File: src/hdl/fmtc_pkg.sv
package fmtc_pkg;

  localparam int CpW        = 21;
  localparam int MaxMarkers = 4;
  localparam int MarkCntW   = $clog2(MaxMarkers + 1);

  localparam int NumDigitBlocks = 20;
  localparam int NumHan         = 10;
  localparam int NumPunct       = 33;

  localparam logic [1:0] PendNone = 2'd0;
  localparam logic [1:0] PendOne  = 2'd1;

  typedef struct packed {
    logic is_space;
    logic is_marker;
  } cp_class_t;

  localparam logic [CpW-1:0] DigitStarts [NumDigitBlocks] = '{
    21'h0660, 21'h06F0, 21'h07C0, 21'h0966, 21'h09E6, 21'h0A66, 21'h0AE6,
    21'h0B66, 21'h0BE6, 21'h0C66, 21'h0CE6, 21'h0D66, 21'h0DE6, 21'h0E50,
    21'h0ED0, 21'h0F20, 21'h1040, 21'h17E0, 21'h1810, 21'hFF10
  };

  localparam logic [CpW-1:0] HanTen [NumHan] = '{
    21'h4E00, 21'h4E8C, 21'h4E09, 21'h56DB, 21'h4E94, 21'h516D, 21'h4E03,
    21'h516B, 21'h4E5D, 21'h5341
  };

  localparam logic [CpW-1:0] PunctSyms [NumPunct] = '{
    21'h002E, 21'h002C, 21'h005B, 21'h005D, 21'h0028, 21'h0029, 21'h207D,
    21'h207E, 21'h208D, 21'h208E, 21'h3008, 21'h3009, 21'h3010, 21'h3011,
    21'h3014, 21'h3015, 21'hFF08, 21'hFF09, 21'hFF0C, 21'hFF0E, 21'hFF3B,
    21'hFF3D, 21'h002A, 21'h00A7, 21'h00B6, 21'h2020, 21'h2021, 21'h2042,
    21'h204E, 21'h2051, 21'h203B, 21'hFE61, 21'hFF0A
  };

endpackage

File: src/hdl/fmtc_classify.sv
module fmtc_classify (
  input  logic [fmtc_pkg::CpW-1:0] cp,
  output fmtc_pkg::cp_class_t      cls
);

  function automatic logic space_of(input logic [fmtc_pkg::CpW-1:0] c);
    return c == 21'h0020 || c == 21'h0009 || c == 21'h000D || c == 21'h000A ||
           c == 21'h00A0 || (c >= 21'h2000 && c <= 21'h200B) || c == 21'h202F ||
           c == 21'h205F || c == 21'h3000 || c == 21'hFEFF;
  endfunction

  function automatic logic marker_of(input logic [fmtc_pkg::CpW-1:0] c);
    logic hit;
    hit = (c >= 21'h0030 && c <= 21'h0039) ||
          c == 21'h00B9 || c == 21'h00B2 || c == 21'h00B3 ||
          c == 21'h2070 || (c >= 21'h2074 && c <= 21'h2079) ||
          (c >= 21'h2080 && c <= 21'h2089) ||
          (c >= 21'h2460 && c <= 21'h249B) || c == 21'h24EA ||
          (c >= 21'h2776 && c <= 21'h2793);
    for (int i = 0; i < fmtc_pkg::NumDigitBlocks; i++) begin
      if (c >= fmtc_pkg::DigitStarts[i] &&
          c <= fmtc_pkg::DigitStarts[i] + 21'd9) begin
        hit = 1'b1;
      end
    end
    for (int i = 0; i < fmtc_pkg::NumHan; i++) begin
      if (c == fmtc_pkg::HanTen[i]) begin
        hit = 1'b1;
      end
    end
    for (int i = 0; i < fmtc_pkg::NumPunct; i++) begin
      if (c == fmtc_pkg::PunctSyms[i]) begin
        hit = 1'b1;
      end
    end
    return hit;
  endfunction

  always_comb begin
    cls.is_space  = space_of(cp);
    cls.is_marker = marker_of(cp);
  end

endmodule

File: src/hdl/footnote_marker_text_classifier.sv
// Channel  | Ports                                  | Moves
// ---------+----------------------------------------+------------------------------
// in       | in_valid, in_stall, in_data_byte,      | one text byte per transfer
//          | in_last_byte                           |
// out      | out_valid, out_stall, out_is_marker    | one verdict per text, on last
//
// One byte per cycle sustained unless a waiting verdict holds a last byte;
// a byte sits in the input register, where UTF-8 decode and codepoint
// classification run; the result register takes the verdict as a last byte leaves.
// rst_n (synchronous, low) clears all control state and empties both registers.
// A waiting verdict stalls only a following last byte; other bytes keep flowing.
module footnote_marker_text_classifier (
  input  logic       clk,
  input  logic       rst_n,
  input  logic       in_valid,
  output logic       in_stall,
  input  logic [7:0] in_data_byte,
  input  logic       in_last_byte,
  output logic       out_valid,
  input  logic       out_stall,
  output logic       out_is_marker
);

  function automatic logic [1:0] needed_after(input logic [7:0] lead);
    priority if (lead >= 8'hF0) return 2'd3;
    else if (lead >= 8'hE0) return 2'd2;
    else if (lead >= 8'hC0) return 2'd1;
    else return 2'd0;
  endfunction

  logic       s_valid_r, s_valid_nxt;
  logic [7:0] s_byte_r;
  logic       s_last_r;

  logic [7:0] lead_r, lead_nxt;
  logic [5:0] cont0_r, cont0_nxt;
  logic [5:0] cont1_r, cont1_nxt;
  logic [1:0] pend_r, pend_nxt;
  logic [fmtc_pkg::MarkCntW-1:0] mcnt_r, mcnt_nxt;
  logic       sam_r, sam_nxt;
  logic       rej_r, rej_nxt;

  logic       out_valid_r, out_valid_nxt;
  logic       out_mark_r, out_mark_nxt;

  logic       out_free, fire, accept;
  logic [1:0] need, got;
  logic       do_class;
  logic [fmtc_pkg::CpW-1:0] cp;
  fmtc_pkg::cp_class_t cls;
  logic [fmtc_pkg::MarkCntW-1:0] mcnt_c;
  logic       sam_c, rej_c;

  assign out_free = !out_valid_r || !out_stall;
  assign fire     = s_valid_r && (!s_last_r || out_free);
  assign in_stall = s_valid_r && !fire;
  assign accept   = in_valid && !in_stall;

  assign out_valid     = out_valid_r;
  assign out_is_marker = out_mark_r;

  fmtc_classify u_classify (
    .cp  (cp),
    .cls (cls)
  );

  always_comb begin
    need      = needed_after(lead_r);
    got       = (need >= pend_r) ? need - pend_r : 2'd0;
    if (got > 2'd2) begin
      got = 2'd2;
    end
    lead_nxt  = lead_r;
    cont0_nxt = cont0_r;
    cont1_nxt = cont1_r;
    pend_nxt  = pend_r;
    do_class  = 1'b0;
    cp        = {{(fmtc_pkg::CpW-8){1'b0}}, s_byte_r};
    if (pend_r == fmtc_pkg::PendNone) begin
      if (needed_after(s_byte_r) == 2'd0 || s_last_r) begin
        do_class = 1'b1;
      end else begin
        lead_nxt = s_byte_r;
        pend_nxt = needed_after(s_byte_r);
      end
    end else if (pend_r == fmtc_pkg::PendOne || s_last_r) begin
      do_class = 1'b1;
      pend_nxt = fmtc_pkg::PendNone;
      unique case (got)
        2'd0:    cp = {10'd0, lead_r[4:0], s_byte_r[5:0]};
        2'd1:    cp = {5'd0, lead_r[3:0], cont0_r, s_byte_r[5:0]};
        default: cp = {lead_r[2:0], cont0_r, cont1_r, s_byte_r[5:0]};
      endcase
    end else begin
      if (got[0]) begin
        cont1_nxt = s_byte_r[5:0];
      end else begin
        cont0_nxt = s_byte_r[5:0];
      end
      pend_nxt = pend_r - 2'd1;
    end
  end

  always_comb begin
    mcnt_c = mcnt_r;
    sam_c  = sam_r;
    rej_c  = rej_r;
    if (do_class) begin
      priority if (cls.is_space) begin
        if (mcnt_r != '0) begin
          sam_c = 1'b1;
        end
      end else if (cls.is_marker) begin
        priority if (sam_r) begin
          rej_c = 1'b1;
        end else if (mcnt_r >= fmtc_pkg::MarkCntW'(fmtc_pkg::MaxMarkers)) begin
          rej_c = 1'b1;
        end else begin
          mcnt_c = mcnt_r + fmtc_pkg::MarkCntW'(1);
        end
      end else begin
        rej_c = 1'b1;
      end
    end
  end

  always_comb begin
    s_valid_nxt   = accept ? 1'b1 : (fire ? 1'b0 : s_valid_r);
    mcnt_nxt      = mcnt_r;
    sam_nxt       = sam_r;
    rej_nxt       = rej_r;
    out_valid_nxt = out_valid_r && out_stall;
    out_mark_nxt  = out_mark_r;
    if (fire) begin
      if (s_last_r) begin
        mcnt_nxt      = '0;
        sam_nxt       = 1'b0;
        rej_nxt       = 1'b0;
        out_valid_nxt = 1'b1;
        out_mark_nxt  = !rej_c && (mcnt_c != '0);
      end else begin
        mcnt_nxt = mcnt_c;
        sam_nxt  = sam_c;
        rej_nxt  = rej_c;
      end
    end
  end

  always_ff @(posedge clk) begin
    if (!rst_n) begin
      s_valid_r   <= 1'b0;
      pend_r      <= fmtc_pkg::PendNone;
      mcnt_r      <= '0;
      sam_r       <= 1'b0;
      rej_r       <= 1'b0;
      out_valid_r <= 1'b0;
    end else begin
      s_valid_r   <= s_valid_nxt;
      pend_r      <= fire ? (s_last_r ? fmtc_pkg::PendNone : pend_nxt) : pend_r;
      mcnt_r      <= mcnt_nxt;
      sam_r       <= sam_nxt;
      rej_r       <= rej_nxt;
      out_valid_r <= out_valid_nxt;
    end
  end

  always_ff @(posedge clk) begin
    if (accept) begin
      s_byte_r <= in_data_byte;
      s_last_r <= in_last_byte;
    end
    if (fire) begin
      lead_r  <= lead_nxt;
      cont0_r <= cont0_nxt;
      cont1_r <= cont1_nxt;
    end
    out_mark_r <= out_mark_nxt;
  end

endmodule

File: config.mk
export PLATFORM = sky130hd
export DESIGN_NAME = footnote_marker_text_classifier
export DESIGN_NICKNAME = d
export VERILOG_FILES = /design/src/hdl/fmtc_pkg.sv /design/src/hdl/fmtc_classify.sv /design/src/hdl/footnote_marker_text_classifier.sv
export SDC_FILE = /design/constraint.sdc
export NUM_CORES = 1
export LEC_CHECK = 0
export ABC_AREA = 1
export BUFFER_PORTS_ARGS = -buffer_cell sky130_fd_sc_hd__buf_2
export CORE_UTILIZATION = 45
export CTS_BUF_LIST = sky130_fd_sc_hd__clkbuf_4 sky130_fd_sc_hd__clkbuf_8 sky130_fd_sc_hd__clkbuf_16
export DETAILED_ROUTE_END_ITERATION = 16
export PLACE_DENSITY = 0.66
export SETUP_SLACK_MARGIN = 0.3
export SLEW_MARGIN = 0
export SYNTH_ARGS = -nofsm -noshare
export SYNTH_HDL_FRONTEND = slang
export SYNTH_SLANG_ARGS = --single-unit
File: constraint.sdc
create_clock -name clk -period 7.49 [get_ports clk]
set_input_delay 1.1235 -clock clk [delete_from_list [all_inputs] [get_ports clk]]
set_output_delay 1.1235 -clock clk [all_outputs]
set_load 0.02 [all_outputs]
### After elaboration in Yosys (flattened, before gate mapping)

Index checks and enable logic that the tools add are counted.

| cells by class | value |
|---|---|
| order comparisons | 61 |
| equal/unequal tests | 60 |
| bitwise gates (word level) | 4 |
| add/subtract/negate cells | 3 |
| reduce and logical (&&, ||, !) cells | 74 |
| mux-type cells | 102 |

Operator list:

| cell | count |
|---|---|
| == test 21 x 14 -> 1 bit (second input constant) | 21 |
| >= comparator 21 x 12 -> 1 bit (second input constant) | 13 |
| <= comparator 21 x 12 -> 1 bit (second input constant) | 13 |
| == test 21 x 15 -> 1 bit (second input constant) | 10 |
| == test 21 x 16 -> 1 bit (second input constant) | 9 |
| == test 21 x 6 -> 1 bit (second input constant) | 6 |
| == test 21 x 8 -> 1 bit (second input constant) | 6 |
| >= comparator 21 x 14 -> 1 bit (second input constant) | 5 |
| <= comparator 21 x 14 -> 1 bit (second input constant) | 5 |
| two-way mux 1 bit | 82 |
| == test 21 x 4 -> 1 bit (second input constant) | 3 |
| >= comparator 21 x 11 -> 1 bit (second input constant) | 3 |
| >= comparator 21 x 13 -> 1 bit (second input constant) | 3 |
| <= comparator 21 x 11 -> 1 bit (second input constant) | 3 |
| <= comparator 21 x 13 -> 1 bit (second input constant) | 3 |
| >= comparator 8 bit (second input constant) | 6 |
| == test 21 x 7 -> 1 bit (second input constant) | 2 |
| two-way mux 21 bit | 2 |
| one-hot mux 21 bit (2 select lines) | 1 |
| logical AND 1 bit | 31 |
| logical OR 1 bit | 22 |
| two-way mux 2 bit | 11 |
| >= comparator 21 x 16 -> 1 bit (second input constant) | 1 |
| >= comparator 21 x 6 -> 1 bit (second input constant) | 1 |
| 19 further kinds | 42 |

| storage, ports and cells | value |
|---|---|
| input port bits | 13 |
| output and inout port bits | 3 |
| word-level logic and storage cells | 316 |
| register bits after elaboration | 39 |

### Logic depth before layout (Yosys ltp)

Gate-level depths: netlist (run 1).

| logic depth | value |
|---|---|
| depth after elaboration | 91 |
| depth in mapped cells | 33 |
| mapped depth without buffers | 32 |

### Modules after synthesis

From an unflattened synthesis (run 1), not the netlist that was laid out.

| unflattened totals | value |
|---|---|
| cell total of the unflattened synthesis | 791 |
| area, all modules | 4,533.1 µm² |

By module, submodules not included:

| module | seq. area each (µm²) | area an instance (µm²) | cells each | times used |
|---|---|---|---|---|
| fmtc_classify | 0.0 | 2,690.1 | 595 | 1 |
| footnote_marker_text_classifier | 1,081.0 | 1,843.0 | 196 | 1 |

### Worst setup path after synthesis (run 1)

OpenSTA, ideal clock, no wires.

| path | value |
|---|---|
| path type | reg2reg |
| from | register lead_r[7] |
| to | register out_mark_r, in the netlist out_is_marker (data pin) |
| data required time | 7,241 ps |
| clock period less this slack | 3,399 ps |
| path buffers | 2 |
| slack | 4,091 ps |
| setup time | 249 ps |
| stages on the path, launching flop included | 31 |
| data arrival time | 3,150 ps |
| cell sequence | edfxtp_1 > nand2_1 > o21bai_1 > ha_1 > inv_1 > fa_1 > inv_2 > buf_6 > nand4_1 > nand2_1 > nand2_4 > nand2_2 > inv_2 > nand2_2 > buf_6 > nor2_4 > nand3_1 > nand2_1 > nand2_1 > nand2_1 > nand2_1 > nor2_1 > nand3_1 > nor2_2 > nand2_2 > nand2_1 > nand2_1 > nand2_1 > nand3_1 > nand2_1 > inv_1 |

| on the way | value |
|---|---|
| longest elaborated chain between the ends | 91 |
| elaborated cells between the ends (all ways) | 241 |
| those cells by class | add/sub (1); order compare (57); eq/ne (58); mux (77); reduce/logical (48) |

RTL lines:

| item | RTL line | text |
|---|---|---|
| from (decl) | footnote_marker_text_classifier.sv:35 | `logic [7:0] lead_r, lead_nxt;` |
| from (signal assigned) | footnote_marker_text_classifier.sv:173 | `lead_r <= lead_nxt;` |
| >= comparator 8 bit | footnote_marker_text_classifier.sv:27 | `else if (lead >= 8'hC0) return 2'd1;` |
| two-way mux 1 bit | footnote_marker_text_classifier.sv:27 |  |
| two-way mux 2 bit | footnote_marker_text_classifier.sv:26 | `else if (lead >= 8'hE0) return 2'd2;` |
| two-way mux 2 bit * | footnote_marker_text_classifier.sv:25 | `priority if (lead >= 8'hF0) return 2'd3;` |
| subtractor 2 bit / >= comparator 2 bit (equally long branches) | footnote_marker_text_classifier.sv:69 | `got = (need >= pend_r) ? need - pend_r : 2'd0;` |
| two-way mux 2 bit * | footnote_marker_text_classifier.sv:69 |  |
| > comparator 2 bit | footnote_marker_text_classifier.sv:70 | `if (got > 2'd2) begin` |
| two-way mux 2 bit * | footnote_marker_text_classifier.sv:70 |  |
| [15 not listed] | - |  |
| two-way mux 1 bit (20 in series) | fmtc_classify.sv:21 | `if (c >= fmtc_pkg::DigitStarts[i] &&` |
| two-way mux 1 bit (10 in series) | fmtc_classify.sv:27 | `if (c == fmtc_pkg::HanTen[i]) begin` |
| two-way mux 1 bit (33 in series) | fmtc_classify.sv:32 | `if (c == fmtc_pkg::PunctSyms[i]) begin` |
| two-way mux 3 bit / two-way mux 1 bit (equally long branches) | footnote_marker_text_classifier.sv:113 | `end else if (cls.is_marker) begin` |
| two-way mux 3 bit / two-way mux 1 bit (equally long branches) | footnote_marker_text_classifier.sv:109 | `priority if (cls.is_space) begin` |
| two-way mux 3 bit / two-way mux 1 bit (equally long branches) | footnote_marker_text_classifier.sv:108 | `if (do_class) begin` |
| nonzero test 3 bit / logical NOT 1 bit (equally long branches) | footnote_marker_text_classifier.sv:140 | `out_mark_nxt = !rej_c && (mcnt_c != '0);` |
| logical AND 1 bit * | footnote_marker_text_classifier.sv:140 |  |
| to (signal assigned) | footnote_marker_text_classifier.sv:177 | `out_mark_r <= out_mark_nxt;` |
| to (decl) | footnote_marker_text_classifier.sv:44 | `logic out_mark_r, out_mark_nxt;` |

Mark *: on every way between the ends. The rest lies on a longest branch, timed or not.
A chain may end at the register's enable or synchronous reset.

### Worst setup path after layout (run 1)

Same ends and word-level chain as after synthesis.

==> impl_metrics.tcl, run 1 <==
set metrics [dict create \
    register_area_mm2 0.00108 \
    grt_usage_pct 32.6 \
    grt_overflow 0 \
    cp_slowest_cell "fa_1" \
    start_kind "flip-flop" \
    clockBufferDepth 2 \
    nFillCells 1083 \
    slew_viol_final 0 \
    finalCriticalPeriod_ns 4.63 \
    die_area_mm2 0.0108 \
    portBuffers 15 \
    clk_pin_slew_ns 0.08 \
    post_cts_buffers 0 \
    max_slew.worst_pin.slew_ns 1.12 \
    syn_inst 782 \
    ant_nets 0 \
    clock_latency_ns 0.29 \
    yosys_warnings 0 \
    skew_ns 0.00425 \
    fmaxAchievable_mhz 216 \
    grt_pass1_vias 5039 \
    synth_cell_type_count 41 \
    synth_fp_nets 802 \
    crit_fanout 14 \
    whs_path_depth 2 \
    vias_per_cell 5.85 \
    r2r_cells 26 \
    synth_area_mm2 0.00469 \
    remaining_drc_errors 0 \
    dp_slack_ns 3.01 \
    slew_headroom_pct 24.9 \
    status "finished, final reports clean" \
    multi_input_area_mm2 0.00312 \
    wl_per_cell_um 18.8 \
    synth_area_leaders "edfxtp_1 19%, nand2_1 18%, nand3_1 11%" \
    cts.repair.resized 0 \
    ir_drop_v 0.0000832 \
    post-route-util_pct 49.2 \
    synth_edf_count 30 \
    area_growth_pct 4.40 \
    place.gp.congestion 1.02 \
    drive_above_1_share_pct 13.7 \
    rsz0062_at_grt "false" \
    critPathMostFrequentCell "nand2_1" \
    max_stage_delay_ns 0.80 \
    hold_class "reg2reg" \
    cts_hold_buf 0 \
    cts_buffers 5 \
    cp-end-kind "flip-flop" \
    drt-initial-drc-count 521 \
    die_x_um 104 \
    setup_viol 0 \
    dr.pass1.iters 5 \
    grt_max_degree 25 \
    wl_um 17400 \
    synth_flop_cell "edfxtp_1" \
    initial_core_util_pct 47.1 \
    yosysMostFrequentCell "nand2_1" \
    post-route-period-util_pct 61.9 \
    grt_pass1_wl_um 27600 \
    synthTopCellsByCount "231 x nand2_1, 113 x nor2_1, 102 x nand3_1" \
    ys_seq_area_share_pct 23.0 \
    fin_nets 810 \
    dp_hpwl_um 13700 \
    critPathRequiredTime_ns 7.55 \
    finalWorstSetupSlack_ns 2.86 \
    synth_seq_cells 39 \
    cts_tree "yes" \
    synth_top_area_share_pct 19.2 \
    synth-async-reset-ratio_pct 0 \
    dr_total_vias 5402 \
    cts_max_level 2 \
    p_per_area_mw_per_mm2 126 \
    finalHoldViolCount 0 \
    core-area_mm2 0.00995 \
    cts_root_buf "clkbuf_8" \
    diodes 0 \
    rows 36 \
    io_pins 16 \
    antenna_found_initial 0 \
    clkSinkCount 39 \
    fp.dieH_um 104 \
    arrival_ns 4.69 \
    p_leak_nw 2.33 \
    syn_area_per_cell_um2 6.00 \
    worstSetupPathType "reg2reg" \
    tns_ns 0 \
    cap_viol_max_count 0 \
    yosysTopAreaCell "edfxtp_1" \
]
-- critical path: cells and delay by family, from the launching register on --
family / cells / cell delay, ns
and+or+nand+nor: 18 / 2.35
adders and majority gates: 2 / 0.96
buffers and inverters: 4 / 0.39
AOI/OAI and AO/OA: 2 / 0.32
DFF: 1 / 0.36
-- routing by layer --
| layer | GRT usage [%] | wire length (um) | vias to the layer above |
|---|---|---|---|
| met2 | 49.6 | 7610 | 274 |
| met4 | 11.6 | 535 | 0 |
| met5 | 0 | 0 | - |
| met3 | 6.58 | 1590 | 45 |
| met1 | 45.5 | 7630 | 2512 |
| li1 | - | - | 2571 |
-- flip-flops by register name, indices dropped and copies added (netlist names) --
register	cells
out_is_marker	1
s_last_r	1
lead_r	8
cont1_r	6
s_byte_r	8
rej_r	1
cont0_r	6
out_valid	1
mcnt_r	3
s_valid_r	1
pend_r	2
sam_r	1
-- stage by stage --
step	power (mW)	std cells	instance area, um2	hold slack, ns
finish	0.617	924	4900	0.493
floorplan	0.415	782	4690	0.451
detailed placement	0.469	916	4810	0.477
global route	0.654	924	4900	0.538
CTS	0.613	924	4900	0.489
global placement	0.467	916	4810	0.474
-- cells in the final DEF, fill, tap and decap left out, types with 2 or more instances in the layout --
master    instances
nand2_2          17
clkinv_1          3
a21oi_1          29
a211oi_1          2
nand3_2           6
nand3_1         102
buf_2            15
inv_1            80
ha_1              6
nand4_1          26
o21ai_1          11
clkbuf_8          5
o22ai_1           2
inv_2            16
nor2_2           16
nor2_1          113
dfxtp_1           9
nand3b_1          3
o21ai_0          16
nor2_4           13
nand2_4           7
nand3_4           3
edfxtp_1         30
nor3_1           13
nand2_1         231
or2_2             2
-- logic make-up after synthesis --
group	after synthesis	share of synthesized area [%]
AO/OA/AOI/OAI	67	7.73
adder cells (fa/ha/maj)	7	2.03
flip-flops	39	23.0
AND/OR/NAND/NOR	556	56.6
buffers and inverters	113	10.6
-- where the power goes --
group	total (mW)	switching, mW	internal, mW
Clock	0.145	0.0762	0.0688
Sequential	0.251	0.0102	0.241
Combinational	0.221	0.162	0.0591
Total	0.617	0.248	0.369
-- area by class of cell --
| class | instances | share of cell area (%) |
|---|---|---|
| sequential | 39 | 22.1 |
| clock buffer | 6 | 1.56 |
| inverter | 99 | 7.59 |
| tap | 133 | 3.40 |
| multi-input combinational | 630 | 63.6 |
| timing repair buffer | 15 | 1.53 |
| clock inverter | 2 | 0.255 |
-- worst paths after layout --
kind,slack [ns],endpoint,from
worst max-delay path,2.86,out_is_marker$_DFFE_PP_,lead_r[7]$_DFFE_PP_
worst min-delay path,0.49,sam_r$_SDFFE_PN0P_,sam_r$_SDFFE_PN0P_
worst min register to register,0.49,sam_r$_SDFFE_PN0P_,sam_r$_SDFFE_PN0P_
worst max register to register,2.86,out_is_marker$_DFFE_PP_,lead_r[7]$_DFFE_PP_
No activity file was read; power rests on OpenSTA's default activity.
==> run 2, diff against run 1 <==
--- a/config.mk
+++ b/config.mk
@@ -10,7 +10,7 @@
 export CORE_UTILIZATION = 45
 export CTS_BUF_LIST = sky130_fd_sc_hd__clkbuf_4 sky130_fd_sc_hd__clkbuf_8 sky130_fd_sc_hd__clkbuf_16
 export DETAILED_ROUTE_END_ITERATION = 16
-export PLACE_DENSITY = 0.66
+export PLACE_DENSITY = 0.68
 export SETUP_SLACK_MARGIN = 0.3
 export SLEW_MARGIN = 0
 export SYNTH_ARGS = -nofsm -noshare
==> constraint.sdc (replaced) <==
create_clock -name clk -period 3.8 [get_ports clk]
set_input_delay 0.57 -clock clk [delete_from_list [all_inputs] [get_ports clk]]
set_output_delay 0.57 -clock clk [all_outputs]
set_load 0.02 [all_outputs]
==> run 2 against run 1 <==
Net effect:
- the run now ends with negative setup slack left
- total power rose by 140%
- flip-flop and latch count did not move
- cell area rose by 36%
- die area did not move
- wire length rose by 16%
- register-to-register slack got worse by 3.2 ns
- critical path depth fell by 1
- sequential share of layout area fell by 5.8 points
- maximum frequency rose by 11%
- non-clock buffer count rose by 147
- combinational power rose to 3.1 times the previous value
- worst hold slack got worse by 0.045 ns
- largest cell class unchanged
==> impl_metrics.tcl, run 2 (synthesis results as in run 1) <==
set metrics [dict create \
    final_common_cell "nand2_1" \
    finalCriticalPeriod_ns 4.18 \
    vias_per_cell 5.79 \
    cts_hold_buf 0 \
    wl_um 20200 \
    worstSetupPathType "reg2reg" \
    die_area_mm2 0.0108 \
    grt_usage_pct 36.6 \
    critPathRequiredTime_ns 3.87 \
    grt_pass1_vias 5743 \
    post-route-period-util_pct 110 \
    critPathMostFrequentCell "nand2_1" \
    p_per_area_mw_per_mm2 220 \
    violations "negative setup slack" \
    top_layer "met4" \
    rsz0062_at_grt "true" \
    dp_slack_ns -0.286 \
    rows 36 \
    r2r_slack_ns -0.38 \
    ant_nets 0 \
    finalHoldViolCount 0 \
    dp_hpwl_um 15700 \
    drive_above_1_share_pct 37.8 \
    skew_ns 0.00734 \
    wl_met2_um 9020 \
    placed_cells 1036 \
    finalWorstSetupSlack_ns -0.380 \
    grt_max_degree 15 \
    clockBufferDepth 2 \
    clkSinkCount 39 \
    antenna_found_initial 0 \
    grt_overflow 0 \
    slew_headroom_pct 26.2 \
    grt_pass1_wl_um 30600 \
    start_kind "flip-flop" \
    fmaxAchievable_mhz 239 \
    cts_max_level 2 \
    die_x_um 104 \
    portBuffers 15 \
    nFillCells 899 \
    io_pins 16 \
    fin_nets 958 \
    clock_latency_ns 0.30 \
    clk_pin_slew_ns 0.08 \
    fin_cells 1072 \
    slew_viol_final 0 \
    critical_path_depth 25 \
    hold_class "in2reg" \
    initial_core_util_pct 47.1 \
    arrival_ns 4.25 \
    max_slew.worst_pin.slew_ns 1.10 \
    reg_top3 "lead_r: 8 flops, s_byte_r: 8 flops" \
    fp.dieH_um 104 \
    ir_drop_v 0.000246 \
    post-route-util_pct 66.7 \
    cp_slowest_cell "fa_2" \
    remaining_drc_errors 0 \
    cts_tree "yes" \
    critPathBufInv 5 \
    setup_viol 5 \
    drt-met1-wl_um 8340 \
    crit_family "simple AND/OR/NAND/NOR gates" \
    dr_total_vias 6210 \
    cts_root_buf "clkbuf_8" \
    dr.pass1.iters 6 \
    place.gp.congestion 1.13 \
    hold_ws_ns 0.448 \
    max_stage_delay_ns 0.68 \
    status "finished, violations left" \
    p_leak_nw 3.17 \
    r2r_cells 25 \
    drt-initial-drc-count 739 \
    diodes 0 \
    whs_path_depth 1 \
    dr_wl_met3_um 2030 \
    core-area_mm2 0.00995 \
    final_cell_mix "204 x nand2_1, 132 x buf_4, 82 x nor2_1, 82 x nand3_1, 77 x inv_1" \
    tns_ns -1.09 \
    cts_buffers 5 \
    cp-end-kind "flip-flop" \
    cap_viol_max_count 0 \
    area_growth_pct 41.5 \
    crit_fanout 7 \
    wl_per_cell_um 18.8 \
]
[run 2: changes by cell type in the layout (fill, tap and decap cells not counted), moves of 6 or more]
cell / before / now
nand2_2: 17 / 33
a21oi_2: 1 / 7
nand3_2: 6 / 22
nor2_4: 13 / 28
nand2_4: 7 / 17
nor2_2: 16 / 32
buf_6: 0 / 12
nand3_1: 102 / 82
nor2_1: 113 / 82
nand2_1: 231 / 204
a21oi_1: 29 / 22
buf_4: 0 / 132
[run 2: cell type report]
cell class | count | area [um2] | share of cell area (%)
clock buffers | 6 | 76.3 | 1.15
clock inverters | 2 | 8.76 | 0.132
inverters | 99 | 377 | 5.67
multi-input cells | 630 | 3670 | 55.2
flip-flops and latches | 39 | 1080 | 16.3
well taps | 133 | 166 | 2.51
repair buffers | 162 | 1260 | 18.9
repair inverters | 1 | 6.26 | 0.0943
[run 2: what timing repair did]
item,4_1_cts,5_1_grt
pin swaps,24,56
buffers inserted,13,13
setup endpoints to repair,6,6
resized for setup,62,98
hold endpoints to repair,0,0
gates cloned,1,1
[run 2: stage by stage]
stage | instance area, um2 | total power [mW]
6_report | 6640 | 1.46
3_5_place_dp | 5740 | 1.03
2_1_floorplan | 4690 | 0.819
5_1_grt | 6640 | 1.52
4_1_cts | 6150 | 1.35
3_3_place_gp | 5740 | 1.03
[run 2: worst paths after layout]
check                    startpoint                      end
min reg2reg  mcnt_r[1]$_SDFFE_PN0P_   mcnt_r[1]$_SDFFE_PN0P_
max             lead_r[4]$_DFFE_PP_  out_is_marker$_DFFE_PP_
min                 in_data_byte[7]    s_byte_r[7]$_DFFE_PP_
max reg2reg     lead_r[4]$_DFFE_PP_  out_is_marker$_DFFE_PP_
[run 2: per-layer routing]
metal / GRT usage (%) / vias to the layer above
met5: 0 / -
met4: 14.9 / 0
met2: 57.5 / 403
met3: 6.14 / 66
met1: 49.7 / 2873
li1: - / 2868
[run 2: report_power, final]
part           internal (mW)  switching, mW  leakage (nW)
combinational          0.261          0.425          2.77
sequential             0.475         0.0114         0.351
clock                  0.134          0.152        0.0460
==> run 3, diff against run 2 <==
--- a/config.mk
+++ b/config.mk
@@ -7,10 +7,10 @@
 export LEC_CHECK = 0
 export ABC_AREA = 1
 export BUFFER_PORTS_ARGS = -buffer_cell sky130_fd_sc_hd__buf_2
-export CORE_UTILIZATION = 45
+export CORE_UTILIZATION = 58
 export CTS_BUF_LIST = sky130_fd_sc_hd__clkbuf_4 sky130_fd_sc_hd__clkbuf_8 sky130_fd_sc_hd__clkbuf_16
 export DETAILED_ROUTE_END_ITERATION = 16
-export PLACE_DENSITY = 0.68
+export PLACE_DENSITY = 0.83
 export SETUP_SLACK_MARGIN = 0.3
 export SLEW_MARGIN = 0
 export SYNTH_ARGS = -nofsm -noshare
==> run 3 against run 2 <==
Net effect:
- the run still ends with negative setup slack left
- register-to-register slack got worse by 0.28 ns
- clock skew rose by 0.012 ns
- die area fell by 22%
- combinational power fell by 3.8%
- sequential power barely moved
- critical path depth rose by 3
- via count rose by 7.0%
- worst hold slack got worse by 0.020 ns
- critical path type unchanged
- total power rose by 4.2%
- global-route usage rose by 12 points
- clock power rose by 29%
- wire length rose by 12%
==> impl_metrics.tcl, run 3 (synthesis results as in run 1) <==
set metrics [dict create \
    status "finished, violations left" \
    violations "negative setup slack" \
    io_pins 16 \
    die_area_mm2 0.00845 \
    vias_per_cell 6.62 \
    fin_cells 1004 \
    p_leak_nw 3.00 \
    arrival_ns 4.54 \
    portBuffers 15 \
    core-area_mm2 0.00777 \
    fmaxAchievable_mhz 224 \
    setup_viol 6 \
    post-route-util_pct 80.9 \
    clk_pin_slew_ns 0.09 \
    worstSetupPathType "reg2reg" \
    finalCriticalPeriod_ns 4.46 \
    clockBufferDepth 2 \
    final_common_cell "nand2_1" \
    rsz0062_at_grt "true" \
    critPathBufInv 5 \
    finalHoldViolCount 0 \
    drt-initial-drc-count 1253 \
    cts_tree "yes" \
    diodes 0 \
    grt_max_degree 14 \
    cts_root_buf "clkbuf_8" \
    ir_drop_v 0.000323 \
    slew_headroom_pct 27.3 \
    dp_slack_ns -0.242 \
    dr.pass1.iters 11 \
    grt_overflow 0 \
    dp_hpwl_um 14700 \
    crit_family "simple AND/OR/NAND/NOR gates" \
    cts_max_level 2 \
    initial_core_util_pct 60.4 \
    hold_class "in2reg" \
    cts_buffers 5 \
    cp_slowest_cell "fa_2" \
    drive_above_1_share_pct 33.5 \
    remaining_drc_errors 0 \
    dr_total_vias 6644 \
    wl_um 22600 \
    cp-end-kind "flip-flop" \
    critPathMostFrequentCell "nand2_1" \
    p_per_area_mw_per_mm2 242 \
    reg_top3 "lead_r: 8 flops, s_byte_r: 8 flops" \
    r2r_slack_ns -0.66 \
    grt_usage_pct 48.5 \
    final_cell_mix "200 x nand2_1, 99 x buf_4, 95 x nor2_1" \
    clock_latency_ns 0.32 \
    place.gp.congestion 1.08 \
    area_growth_pct 33.9 \
    fin_nets 921 \
    antenna_found_initial 0 \
    max_stage_delay_ns 0.63 \
    grt_pass1_vias 6067 \
    crit_fanout 5 \
    clkSinkCount 39 \
    die_x_um 91.9 \
    max_slew.worst_pin.slew_ns 1.08 \
    placed_cells 964 \
    cap_viol_max_count 0 \
    grt_pass1_wl_um 31700 \
    rows 32 \
    critPathRequiredTime_ns 3.89 \
    slew_viol_final 0 \
    wl_per_cell_um 22.5 \
    ant_nets 0 \
    post-route-period-util_pct 117 \
    fp.dieH_um 91.9 \
    finalWorstSetupSlack_ns -0.659 \
    start_kind "flip-flop" \
    skew_ns 0.0198 \
]
## run 3: worst paths after layout
| path | start | depth (start not counted) | to |
|---|---|---|---|
| max | lead_r[6]$_DFFE_PP_ | 28 | out_is_marker$_DFFE_PP_ |
| min | in_data_byte[6] | 1 | s_byte_r[6]$_DFFE_PP_ |
| max reg2reg | lead_r[6]$_DFFE_PP_ | 28 | out_is_marker$_DFFE_PP_ |
| min reg2reg | mcnt_r[1]$_SDFFE_PN0P_ | 2 | mcnt_r[1]$_SDFFE_PN0P_ |
## run 3: layer usage
layer  up-vias  part of all wire [%]  track usage (%)
li1       2787                     -                -
met1      2918                    34             59.5
met2       672                    42             78.2
met3       263                    14             11.8
met4         4                   9.5             26.6
met5         -                  0.38                0
## run 3: what timing repair did
item                                    4_1_cts  5_1_grt
endpoints found under the hold margin         0        0
pin swaps                                    20       52
gates resized for setup                      77       60
cloned                                        0        0
endpoints found under the setup margin        6        6
setup buffers                                 9       23
hold buffers                                  0        0
## run 3: through the flow
| stage | hold WS, ns | setup TNS, ns | cell area (um2) | total power [mW] |
|---|---|---|---|---|
| after global routing | 0.423 | -3.95 | 6280 | 1.56 |
| after global placement | 0.481 | -0.0721 | 5410 | 0.973 |
| after CTS | 0.430 | -0.106 | 5890 | 1.40 |
| final | 0.429 | -2.71 | 6280 | 1.52 |
| after detailed placement | 0.484 | -0.415 | 5410 | 0.988 |
| after floorplan | 0.451 | 0 | 4690 | 0.819 |
## run 3: cell type report
type | instances | area (um2)
clock inverter | 3 | 43.8
timing repair buffer | 126 | 1000
inverter | 99 | 379
sequential | 39 | 1080
clock buffer | 5 | 68.8
tap | 102 | 128
fill | 507 | 1490
multi-input combinational | 630 | 3580
## run 3: report_power, final
part	switching [mW]	leakage, nW	internal (mW)	total, mW
sequential	0.0147	0.351	0.475	0.489
clock	0.173	0.0581	0.196	0.369
combinational	0.437	2.59	0.223	0.660
total	0.625	3.00	0.893	1.52
